[src/sv/sawtc_pkg.sv]
package sawtc_pkg;

    localparam int WAYS       = 4;
    localparam int SETS       = 64;
    localparam int LINE_WORDS = 8;

    localparam int WAY_W  = (WAYS > 1) ? $clog2(WAYS) : 1;
    localparam int SETB   = $clog2(SETS);
    localparam int SET_W  = (SETS > 1) ? SETB : 1;
    localparam int TAG_W  = 32 - 5 - SETB;
    localparam int NLINES = WAYS * SETS;
    localparam int LINE_W = $clog2(NLINES) > 0 ? $clog2(NLINES) : 1;
    localparam int WORD_AW = LINE_W + 3;

    typedef enum logic [1:0] {
        OP_READ   = 2'd0,
        OP_WRITE  = 2'd1,
        OP_REFILL = 2'd2,
        OP_NONE   = 2'd3
    } op_t;

    typedef enum logic [1:0] {
        KIND_READ  = 2'd0,
        KIND_FILL  = 2'd1,
        KIND_WRITE = 2'd2
    } kind_t;

    typedef enum logic [2:0] {
        ST_IDLE,
        ST_LOOKUP,
        ST_WAIT,
        ST_FILL_RD,
        ST_FILL_DONE
    } state_t;

    typedef struct packed {
        logic [1:0]  op;
        logic [31:0] addr;
        logic [31:0] data;
    } req_t;

    function automatic logic [SET_W-1:0] set_of(input logic [31:0] a);
        logic [26:0] s;
        begin
            s = a[31:5];
            set_of = SET_W'(s & 27'(SETS - 1));
        end
    endfunction

    function automatic logic [TAG_W-1:0] tag_of(input logic [31:0] a);
        begin
            tag_of = TAG_W'(a >> (5 + SETB));
        end
    endfunction

endpackage

[src/sv/sawtc_front.sv]
// Accepts one beat, classifies it and holds it in a one-entry queue for the back end.
module sawtc_front (
    input  logic             clk,
    input  logic             rst_n,
    input  logic             start,
    input  logic [1:0]       opcode,
    input  logic [31:0]      address,
    input  logic [31:0]      data_in,
    input  logic             fill_pending,
    input  logic             back_take,
    output logic             q_valid,
    output sawtc_pkg::req_t  q_req,
    output logic             busy
);

    logic            q_valid_reg, q_valid_next;
    sawtc_pkg::req_t q_req_reg;
    logic            keep;

    // Requests during a fill, stray refills and unused opcodes are dropped here.
    always_comb
    begin
        case (sawtc_pkg::op_t'(opcode))
            sawtc_pkg::OP_READ, sawtc_pkg::OP_WRITE: keep = !fill_pending;
            sawtc_pkg::OP_REFILL:                    keep = fill_pending;
            default:                                 keep = 1'b0;
        endcase
    end

    assign busy = q_valid_reg;

    always_comb
    begin
        q_valid_next = q_valid_reg;
        if (back_take)
        begin
            q_valid_next = 1'b0;
        end
        if (start && !busy && keep)
        begin
            q_valid_next = 1'b1;
        end
    end

    always_ff @(posedge clk or negedge rst_n)
    begin
        if (!rst_n)
        begin
            q_valid_reg <= 1'b0;
        end
        else
        begin
            q_valid_reg <= q_valid_next;
        end
    end

    always_ff @(posedge clk)
    begin
        if (start && !busy)
        begin
            q_req_reg <= '{op: opcode, addr: address, data: data_in};
        end
    end

    assign q_valid = q_valid_reg;
    assign q_req   = q_req_reg;

endmodule

[config.mk]
export PLATFORM = sky130hd
export DESIGN_NAME = sawtc_front
export DESIGN_NICKNAME = d
export VERILOG_FILES = /design/src/sv/sawtc_pkg.sv /design/src/sv/sawtc_front.sv
export SDC_FILE = /design/constraint.sdc
export NUM_CORES = 1
export LEC_CHECK = 0
export BUFFER_PORTS_ARGS = -buffer_cell sky130_fd_sc_hd__buf_2
export CORE_AREA = 4 4 69 78
export CTS_BUF_LIST = sky130_fd_sc_hd__clkbuf_4
export CTS_CLUSTER_DIAMETER = 150
export DETAILED_ROUTE_END_ITERATION = 12
export DIE_AREA = 0 0 73 82
export PLACE_DENSITY = 0.85
export SYNTH_ARGS = -nofsm -noshare
export SYNTH_HDL_FRONTEND = slang
export SYNTH_SLANG_ARGS = --single-unit
[constraint.sdc]
create_clock -name clk -period 4.32 [get_ports clk]
set_input_delay 0.216 -clock clk [delete_from_list [all_inputs] [get_ports clk]]
set_output_delay 0.216 -clock clk [all_outputs]
set_load 0.01 [all_outputs]
==> summary by stage, run 1 <==
Route
The count of routing violations after the opening detailed-route iteration is a little under 90. Summed over all layers, the routed wires come to 6740 µm. Dividing the detail-routed wire length by the instance count gives 19.2 µm. The pre-antenna-repair detailed-routing pass consisted of 4 iterations. The total vias in the final route is 1643. The count of nets left with antenna violations after detail routing is 0.

The per-cell via count in the routed design is 4.67. The detailed-route DRC error count is 0.

Placement
The congestion estimate from routability-driven global placement came to 0.726. The number of input and output port buffers inserted is approximately 140. The worst slack after detailed placement is about 2.4 ns. The wire-length estimate of the detail-placed layout is 3570 µm.

Worst setup path
The critical path arrival is 2.04 ns. The kind of end point of the critical path is a register. The startpoint type of the worst setup path is a register. The slowest stage cell on the critical path is sky130_fd_sc_hd__and2b_2. The maximum fanout along the worst path is 39. The critical path data required time is 4.36 ns. The largest single stage delay on the critical path is 0.64 ns. The critical path goes through and2b_2 > buf_4. The worst setup path is of the reg -> reg kind.

Finish
The sequential cell area is 2010 µm². Counting the fill cells in the layout gives 244. The layout overhead on the synthesized area is 77.0%.

The number of flip-flops under the largest register name is 66. The multi-input combinational cell area is 45.0 µm². Of the cells placed in the final design, the portion with a size suffix greater than 1 is 0.527. The number of nets at the end of the flow is 360.

Timing
The number of failing setup endpoints in the final timing report is 0. The worst pin sits at a relative slew slack of 0.602. The number of pins exceeding their max-slew limit in the final report is 0. Of the available clock period, the critical path in the final layout requires 0.464. For the pin with the worst max-slew slack, the measured transition is 0.597 ns. The clock skew is 0.0193 ns. The final-report hold violation count is 0.

Setup repair after global routing left no endpoint under its margin. Derived from the worst setup path, the maximum achievable clock frequency is 499 MHz. Once routing completed, OpenROAD measured the worst setup slack at approximately 2.3 ns. For the final routed database, the setup TNS stands at 0 ns.

After layout, the minimum clock period comes to 2.01 ns.

Floorplanning
The die is approximately 73 µm wide. Measured along the y axis, the die boundary spans 82 µm. The core outline area is 4590 µm². The effective utilization at floorplan is 0.449. Pin placement for this block handled around 140 I/O pins. After floorplanning, the core was divided into 26 placement rows. The die covers 5990 µm².

Synthesis
By area the synthesized netlist is led by sky130_fd_sc_hd__edfxtp_1 96%, sky130_fd_sc_hd__dfrtp_1 1.2%, sky130_fd_sc_hd__a221oi_2 0.73%. The number of different library cells used by synthesis comes to 8. The fraction of the mapped netlist area in compound gates is 0.0122.

Summed over all instances, the cell type with the most area after synthesis is sky130_fd_sc_hd__edfxtp_1. Summing every instance area after synthesis gives 2060 µm². After synthesis, the largest family of logic cells by area is compound AO/OA/AOI/OAI gates. The fraction of synthesized cell area taken by the top area cell type is 0.962.

Of the total synthesized cell area, the portion taken by XOR and XNOR cells is 0. Synthesis produced a netlist whose cell count is 73. The count of warnings emitted by yosys is 0. Of the total synthesized cell area, the portion taken by full adders, half adders and majority gates is 0. The number of nets in the synthesized netlist is 144. After synthesis the netlist holds a flip-flop and latch count of 67. The multiplexer fraction of the synthesized cell area is 0. Counting flops with an async set or reset pin after synthesis yields a share of 0.0149. The most used flip-flop cell after synthesis is sky130_fd_sc_hd__edfxtp_1. The area share of and/or/nand/nor cells after synthesis is 0.00972. The average instance area after synthesis is between 20 and 30 µm². The synthesized design contains 66 enable-type register cells.

The most frequent cell after synthesis is sky130_fd_sc_hd__edfxtp_1. Of the synthesized area, sequential elements account for 0.974.

Clocking
At the later pin of the worst-skew pair, clock insertion delay measures 0.40 ns. TritonCTS built the clock tree. CTS built an H-tree with a depth of 3. The register clock-pin slew on the reported worst setup and hold paths is roughly 0.12 ns. Counting the buffers created by CTS gives 9. The number of clock sinks seen by CTS is 67.

In this run the deepest clock path goes through 2 buffers. Clock tree synthesis selected as its root buffer the cell sky130_fd_sc_hd__clkbuf_4. Post-CTS timing repair inserted 0 buffers for setup.

Global routing
The initial antenna violation count came to 1. The met2 demand-to-capacity share in global routing is 0.358. After global routing the overflow that remains totals 0. The overall routing resource usage is 0.225. In this run the most used layer during global routing was met2.

In the global route stage, met1 resource usage came out at 0.250. The via count of the first global-routing pass was 1744. The met3 usage in global routing is 0.104. The global-route wire length before repair is 9270 µm. Entering global routing, the biggest net connects 40 pins.

Power and ir drop
The total power is 1.48 mW. The reported leakage power is 1.57 nW. The total power per unit cell area is around 400 nW/µm². The worst-case IR drop observed on VDD is between 0.2 and 0.3 mV.

Run status
The flow ran to the end, and the final reports show no timing, DRC or antenna violations.

Worst hold path
In this run the worst hold path is classified as in -> reg.

Run
The count of maximum capacitance violations is 0.
==> area by class of cell <==
type,count,share of cell area
Tap cell,56,0.0192
Timing Repair Buffer,206,0.375
Clock buffer,9,0.0185
Antenna cell,2,0.00137
Sequential cell,67,0.550
Multi-Input combinational cell,5,0.0124
Clock inverter,7,0.0226
==> where the power goes <==
| group | total [mW] | switching, mW | internal, mW |
|---|---|---|---|
| Sequential | 0.813 | 0.0202 | 0.793 |
| Combinational | 0.220 | 0.114 | 0.107 |
| Clock | 0.449 | 0.221 | 0.228 |
==> layer usage <==
metal | wire length (µm) | up-vias
li1 | - | 730
met1 | 2280 | 771
met2 | 3510 | 127
met3 | 824 | 15
met4 | 128 | 0
met5 | 0 | -
==> metrics by stage <==
step | area (µm²) | hold slack [ns] | util | cells
floorplan | 2060 | -0.0796 | - | 73
global placement | 2820 | 0.000446 | 0.615 | 267
detailed placement | 2820 | -0.0000577 | 0.615 | 267
CTS | 3640 | 0.0245 | 0.794 | 350
global route | 3650 | 0.0159 | 0.795 | 352
finish | 3650 | 0.0465 | 0.795 | 352
==> kinds of logic after synthesis <==
logic type,Yosys count
AOI/OAI and AO/OA,2
buffers and inverters,1
DFF,67
and+or+nand+nor,3
==> what timing repair did <==
action                    4_1_cts  5_1_grt
gates resized for setup         0        0
hold endpoints to repair       67        0
hold buffers                   67        0
==> worst max-delay path: cells and delay by family, from the launching register on <==
kind	cells	cell delay, ns
buf+inv	1	0.53
flops	1	0.46
simple gates	1	0.64
==> worst paths after layout <==
check / from / to / slack (ns) / cells past startpoint
setup / recovery: busy / q_req[49] / 2.31 / 2
hold / removal: opcode[1] / q_req[65] / 0.05 / 1
setup reg to reg: busy / q_req[49] / 2.31 / 2
hold reg to reg: busy / busy / 0.60 / 1
max in group asynchronous: rst_n / busy / 4.11 / 2
min in group asynchronous: rst_n / busy / 0.12 / 2
==> cell usage in the layout, fill, tap and decap left out <==
master / instances
sky130_fd_sc_hd__a221oi_2: 1
sky130_fd_sc_hd__edfxtp_1: 66
sky130_fd_sc_hd__buf_2: 138
sky130_fd_sc_hd__and2b_2: 1
sky130_fd_sc_hd__nor2_1: 1
sky130_fd_sc_hd__o21ba_1: 1
sky130_fd_sc_hd__bufinv_16: 2
sky130_fd_sc_hd__dlygate4sd3_1: 67
sky130_fd_sc_hd__dfrtp_1: 1
sky130_fd_sc_hd__clkinv_1: 2
sky130_fd_sc_hd__buf_4: 1
sky130_fd_sc_hd__nand3b_1: 1
sky130_fd_sc_hd__diode_2: 2
sky130_fd_sc_hd__clkbuf_4: 9
sky130_fd_sc_hd__clkinv_2: 3
(Power assumes the default switching activity.)
==> inputs of run 2 (changes only) <==
Settings changed: ABC_AREA set to 1, CORE_AREA 4 4 69 78 to 4 4 76 85, DIE_AREA 0 0 73 82 to 0 0 80 89, PLACE_DENSITY 0.85 to 0.75.
Clock period 4.32 ns to 1.64 ns, I/O delays scaled along.
==> run 2 against run 1 <==
Effect of this change:
- die area increased by 19%
- synthesized area decreased by 0.18%
- critical path depth is 4 higher
- cell area grew 2.8%
- sequential power increased to 2.5 times the previous value
- clock-buffer cell count is 1 higher
- sequential share of layout area fell by 1.5 points
- first-iteration DRC count is 29% lower
- clock skew shrank 0.0062 ns
- hold slack improved by 0.25 ns
- critical path type unchanged
==> summary by stage, run 2 <==
Worst hold path
The worst hold path depth is 4 (was 1). The startpoint of the lowest-slack hold path was start (was opcode[1]). The worst hold path class is in -> reg (unchanged).

The endpoint of the worst hold path is q_req[40] (was q_req[65]).

Global routing
The initial antenna violation count is 0 (was 1). The met2 demand-to-capacity share in global routing is 0.266 (was 0.358). The met3 usage in global routing was 0.101 (was 0.104). The residual overflow from global routing is 0 (unchanged). The overall routing resource usage is 0.171 (was 0.225). The pin count of the biggest net entering global routing is 37 (was 40).

The global-route track usage on met1 was 0.177 (was 0.250). The global-route wire length before repair is 8560 µm (was 9270 µm). The via count of the first global-routing pass is 1782 (was 1744).

The most used routing layer in global routing is met2 (unchanged).

Route
The detailed-route DRC error count is 0 (unchanged). The wire length reported by the detailed router is 5880 µm (was 6740 µm). The count of nets left with antenna violations after detail routing was 0 (unchanged).

The per-cell via count in the routed design is 4.17 (was 4.67). The final routed wire length divided by cell count is 15.5 µm (was 19.2 µm). The total vias in the final route is 1583 (was 1643). The count of routing violations after the opening detailed-route iteration is 62 (was 87). The number of detailed-routing iterations run before antenna repair is 4 (unchanged).

Floorplanning
The effective utilization at floorplan is 0.363 (was 0.449). The x dimension of the die is 80 µm (was 73 µm). The die area is 7120 µm² (was 5990 µm²). The row count is 29 (was 26).

The number of primary I/O pins is 139 (unchanged). The core outline area is 5660 µm² (was 4590 µm²). The y dimension of the die was 89 µm (was 82 µm).

Worst setup path
The critical path data required time is 1.99 ns (was 4.36 ns). The kind of critical path is reg -> reg (unchanged). The critical path arrival is 1.78 ns (was 2.04 ns). The kind of end point of the critical path is a register (unchanged). The cell type group with the largest total delay on the critical path is buffers and inverters (was simple AND/OR/NAND/NOR gates). The slowest stage cell on the critical path was sky130_fd_sc_hd__dlygate4sd3_1 (was sky130_fd_sc_hd__and2b_2). The slack of the worst reg-to-reg path is 0.21 ns (was 2.31 ns). The startpoint type of the worst setup path was a register (unchanged). The end of the worst register-to-register path is busy (was q_req[49]).

The count of cells along the worst register-to-register path is 6 (was 2). The cell repeated most along the worst path is sky130_fd_sc_hd__nand2_1. The worst reg2reg path startpoint is busy (unchanged).

The maximum cell stage delay along the critical path is 0.55 ns (was 0.64 ns). The count of buffering cells on the critical path with inverters included is 2 (was 1). The maximum fanout along the worst path is 3 (was 39). Chain of cells forming the critical path: inv_1 > nand2_2 > nor2_1 > nand2_1 > nand2_1 > dlygate4sd3_1 (was and2b_2 > buf_4).

Timing
The final-report hold violation count is 0 (unchanged). The maximum achievable frequency came to 700 MHz (was 499 MHz). The number of pins exceeding their max-slew limit in the final report is 0 (unchanged). The number of failing setup endpoints in the final timing report is 0 (unchanged). The final-layout setup total negative slack is 0 ns (unchanged). The shortest clock period the worst path allows after layout is 1.43 ns (was 2.01 ns). Unrepaired setup endpoints after global routing: no (unchanged). The transition time at the pin with the least slew margin is 0.192 ns (was 0.597 ns). The final cycle utilization of the critical path is 0.872 (was 0.464). The headroom to the max-slew limit is 0.872 (was 0.602). The clock skew came to 0.0131 ns (was 0.0193 ns).

Synthesis
The number of flip-flops and latches in the synthesized netlist is 67 (unchanged). The post-synth design cell area was 2060 µm² (about the same). The most frequent cell after synthesis is sky130_fd_sc_hd__edfxtp_1 (unchanged).

In the synthesized netlist, the cells that appear most often are 66 x sky130_fd_sc_hd__edfxtp_1, 3 x sky130_fd_sc_hd__inv_1, 3 x sky130_fd_sc_hd__nand2_1. The count of warnings emitted by yosys is 0 (unchanged). The number of enable-type register cells in the synthesized netlist is 66 (unchanged).

The most used flip-flop cell after synthesis is sky130_fd_sc_hd__edfxtp_1 (unchanged). The fraction of synthesized cell area taken by the top area cell type is 0.964 (was 0.962). The most area-hungry cell type in the Yosys netlist is sky130_fd_sc_hd__edfxtp_1 (unchanged). The share of synthesized registers carrying an async set or reset was 0.0149 (unchanged). Cells taking the most area after synthesis: sky130_fd_sc_hd__edfxtp_1 96%, sky130_fd_sc_hd__dfrtp_1 1.2%, sky130_fd_sc_hd__inv_1 0.55% (was sky130_fd_sc_hd__edfxtp_1 96%, sky130_fd_sc_hd__dfrtp_1 1.2%, sky130_fd_sc_hd__a221oi_2 0.73%).

The average instance area after synthesis is 26.4 µm² (was 28.2 µm²). The net count after synthesis is 149 (was 144). The instance count of the mapped netlist came to 78 (was 73). The part of the Yosys area used for sequential elements is 0.976 (was 0.974). The number of unique standard cell types used by synthesis came to 8 (unchanged).

Clocking
The cell at the root of the clock tree is sky130_fd_sc_hd__clkbuf_4 (unchanged). The number of buffers added by the clock tree synthesis step was 9 (unchanged). The number of clock sinks seen by CTS came to 67 (unchanged). The maximum clock path buffer count came to 2 (unchanged). The TritonCTS clock tree is yes (unchanged).

The register clock-pin slew on the reported worst setup and hold paths came to 0.11 ns (was 0.12 ns). The cts-stage hold buffer count was 70 (was 67). The maximum level of the CTS H-tree is 3 (unchanged).

The later-pin clock latency in the skew report was 0.40 ns (about the same). The post-CTS setup buffer count is 0 (unchanged). The total of cells resized after clock tree synthesis is 0 (unchanged).

Finish
The count of inserted antenna diode cells is 0 (was 2). The utilization after layout is 0.662 (was 0.795). The layout cell share with drive strength beyond 1 is 0.521 (was 0.527). Most used cells in the layout excluding fill and tap cells: 138 x sky130_fd_sc_hd__buf_2, 70 x sky130_fd_sc_hd__dlygate4sd3_1, 66 x sky130_fd_sc_hd__edfxtp_1 (was 138 x sky130_fd_sc_hd__buf_2, 67 x sky130_fd_sc_hd__dlygate4sd3_1, 66 x sky130_fd_sc_hd__edfxtp_1). The layout overhead on the synthesized area is 82.3% (was 77.0%). The most common library cell in the layout ignoring fill and taps is sky130_fd_sc_hd__buf_2 (unchanged). The post-route non-filler standard cell count was 380 (was 352). The number of nets at the end of the flow was 369 (was 360).

The number of flip-flops under the largest register name came to 66 (unchanged).

Run
The count of maximum capacitance violations was 0 (unchanged).

Run status
Result of the run: finished clean (unchanged).

Placement
The cell total after placement was 294 (was 267). The number of input and output port buffers inserted is 138 (unchanged). The global placement routability congestion is 0.686 (was 0.726).

Power and ir drop
The maximum VDD drop is 0.688 mV (was 0.267 mV). The reported leakage power came to 1.61 nW (was 1.57 nW). The total power per unit cell area is 1010 nW/µm² (was 407 nW/µm²).
==> run 2: kinds of logic (layout without fill, tap and decap cells) <==
group / Yosys count / in the layout / synth area share
AO/OA/AOI/OAI: 1 / 1 / 0.00243
buffers and inverters: 4 / 229 / 0.00913
flip-flops: 67 / 67 / 0.976
AND/OR/NAND/NOR: 6 / 6 / 0.0122
==> run 2: worst max path at each step <==
stage               from        end  slack, ns  cells past startpoint
detailed placement  busy  q_req[16]       0.44                      4
floorplan           busy   q_req[0]      -0.23                      3
finish              busy       busy       0.21                      6
global route        busy       busy       0.13                      6
CTS                 busy       busy       0.27                      6
global placement    busy   q_req[8]       0.49                      4
==> run 2: metrics by stage <==
step / hold slack, ns / instance area [µm²] / total power, mW / setup WS [ns]
floorplan: -0.214 / 2060 / 2.25 / -0.233
global placement: -0.142 / 2880 / 2.47 / 0.492
detailed placement: -0.142 / 2880 / 2.48 / 0.436
CTS: 0.278 / 3750 / 3.82 / 0.273
global route: 0.289 / 3750 / 3.96 / 0.128
finish: 0.301 / 3750 / 3.80 / 0.211
==> run 2: metal layers <==
layer,vias to the layer above,share of wire
met5,-,0
met4,0,0.030
met3,19,0.14
met2,105,0.47
met1,712,0.35
li1,747,-
==> run 2: final cells by class <==
| cell class | count | area, µm² |
|---|---|---|
| Clock buffer | 10 | 75.1 |
| Clock inverter | 6 | 90.1 |
| Fill cell | 382 | 1910 |
| Inverter | 3 | 15.0 |
| Multi-Input combinational cell | 7 | 32.5 |
| Sequential cell | 67 | 2010 |
| Tap cell | 77 | 96.3 |
| Timing Repair Buffer | 210 | 1430 |
==> run 2: worst reg2reg max path, stage by stage (launching register included) <==
cell and delay, ns:
sky130_fd_sc_hd__dfrtp_1 0.42, sky130_fd_sc_hd__inv_1 0.10, sky130_fd_sc_hd__nand2_2 0.08, sky130_fd_sc_hd__nor2_1 0.11, sky130_fd_sc_hd__nand2_1 0.05, sky130_fd_sc_hd__nand2_1 0.07, sky130_fd_sc_hd__dlygate4sd3_1 0.55
==> run 2: power breakdown <==
part / total, mW / switching (mW) / leakage [nW] / internal [mW]
Clock: 1.22 / 0.579 / 0.0866 / 0.638
Sequential: 2.07 / 0.0313 / 0.643 / 2.04
Combinational: 0.514 / 0.242 / 0.881 / 0.273
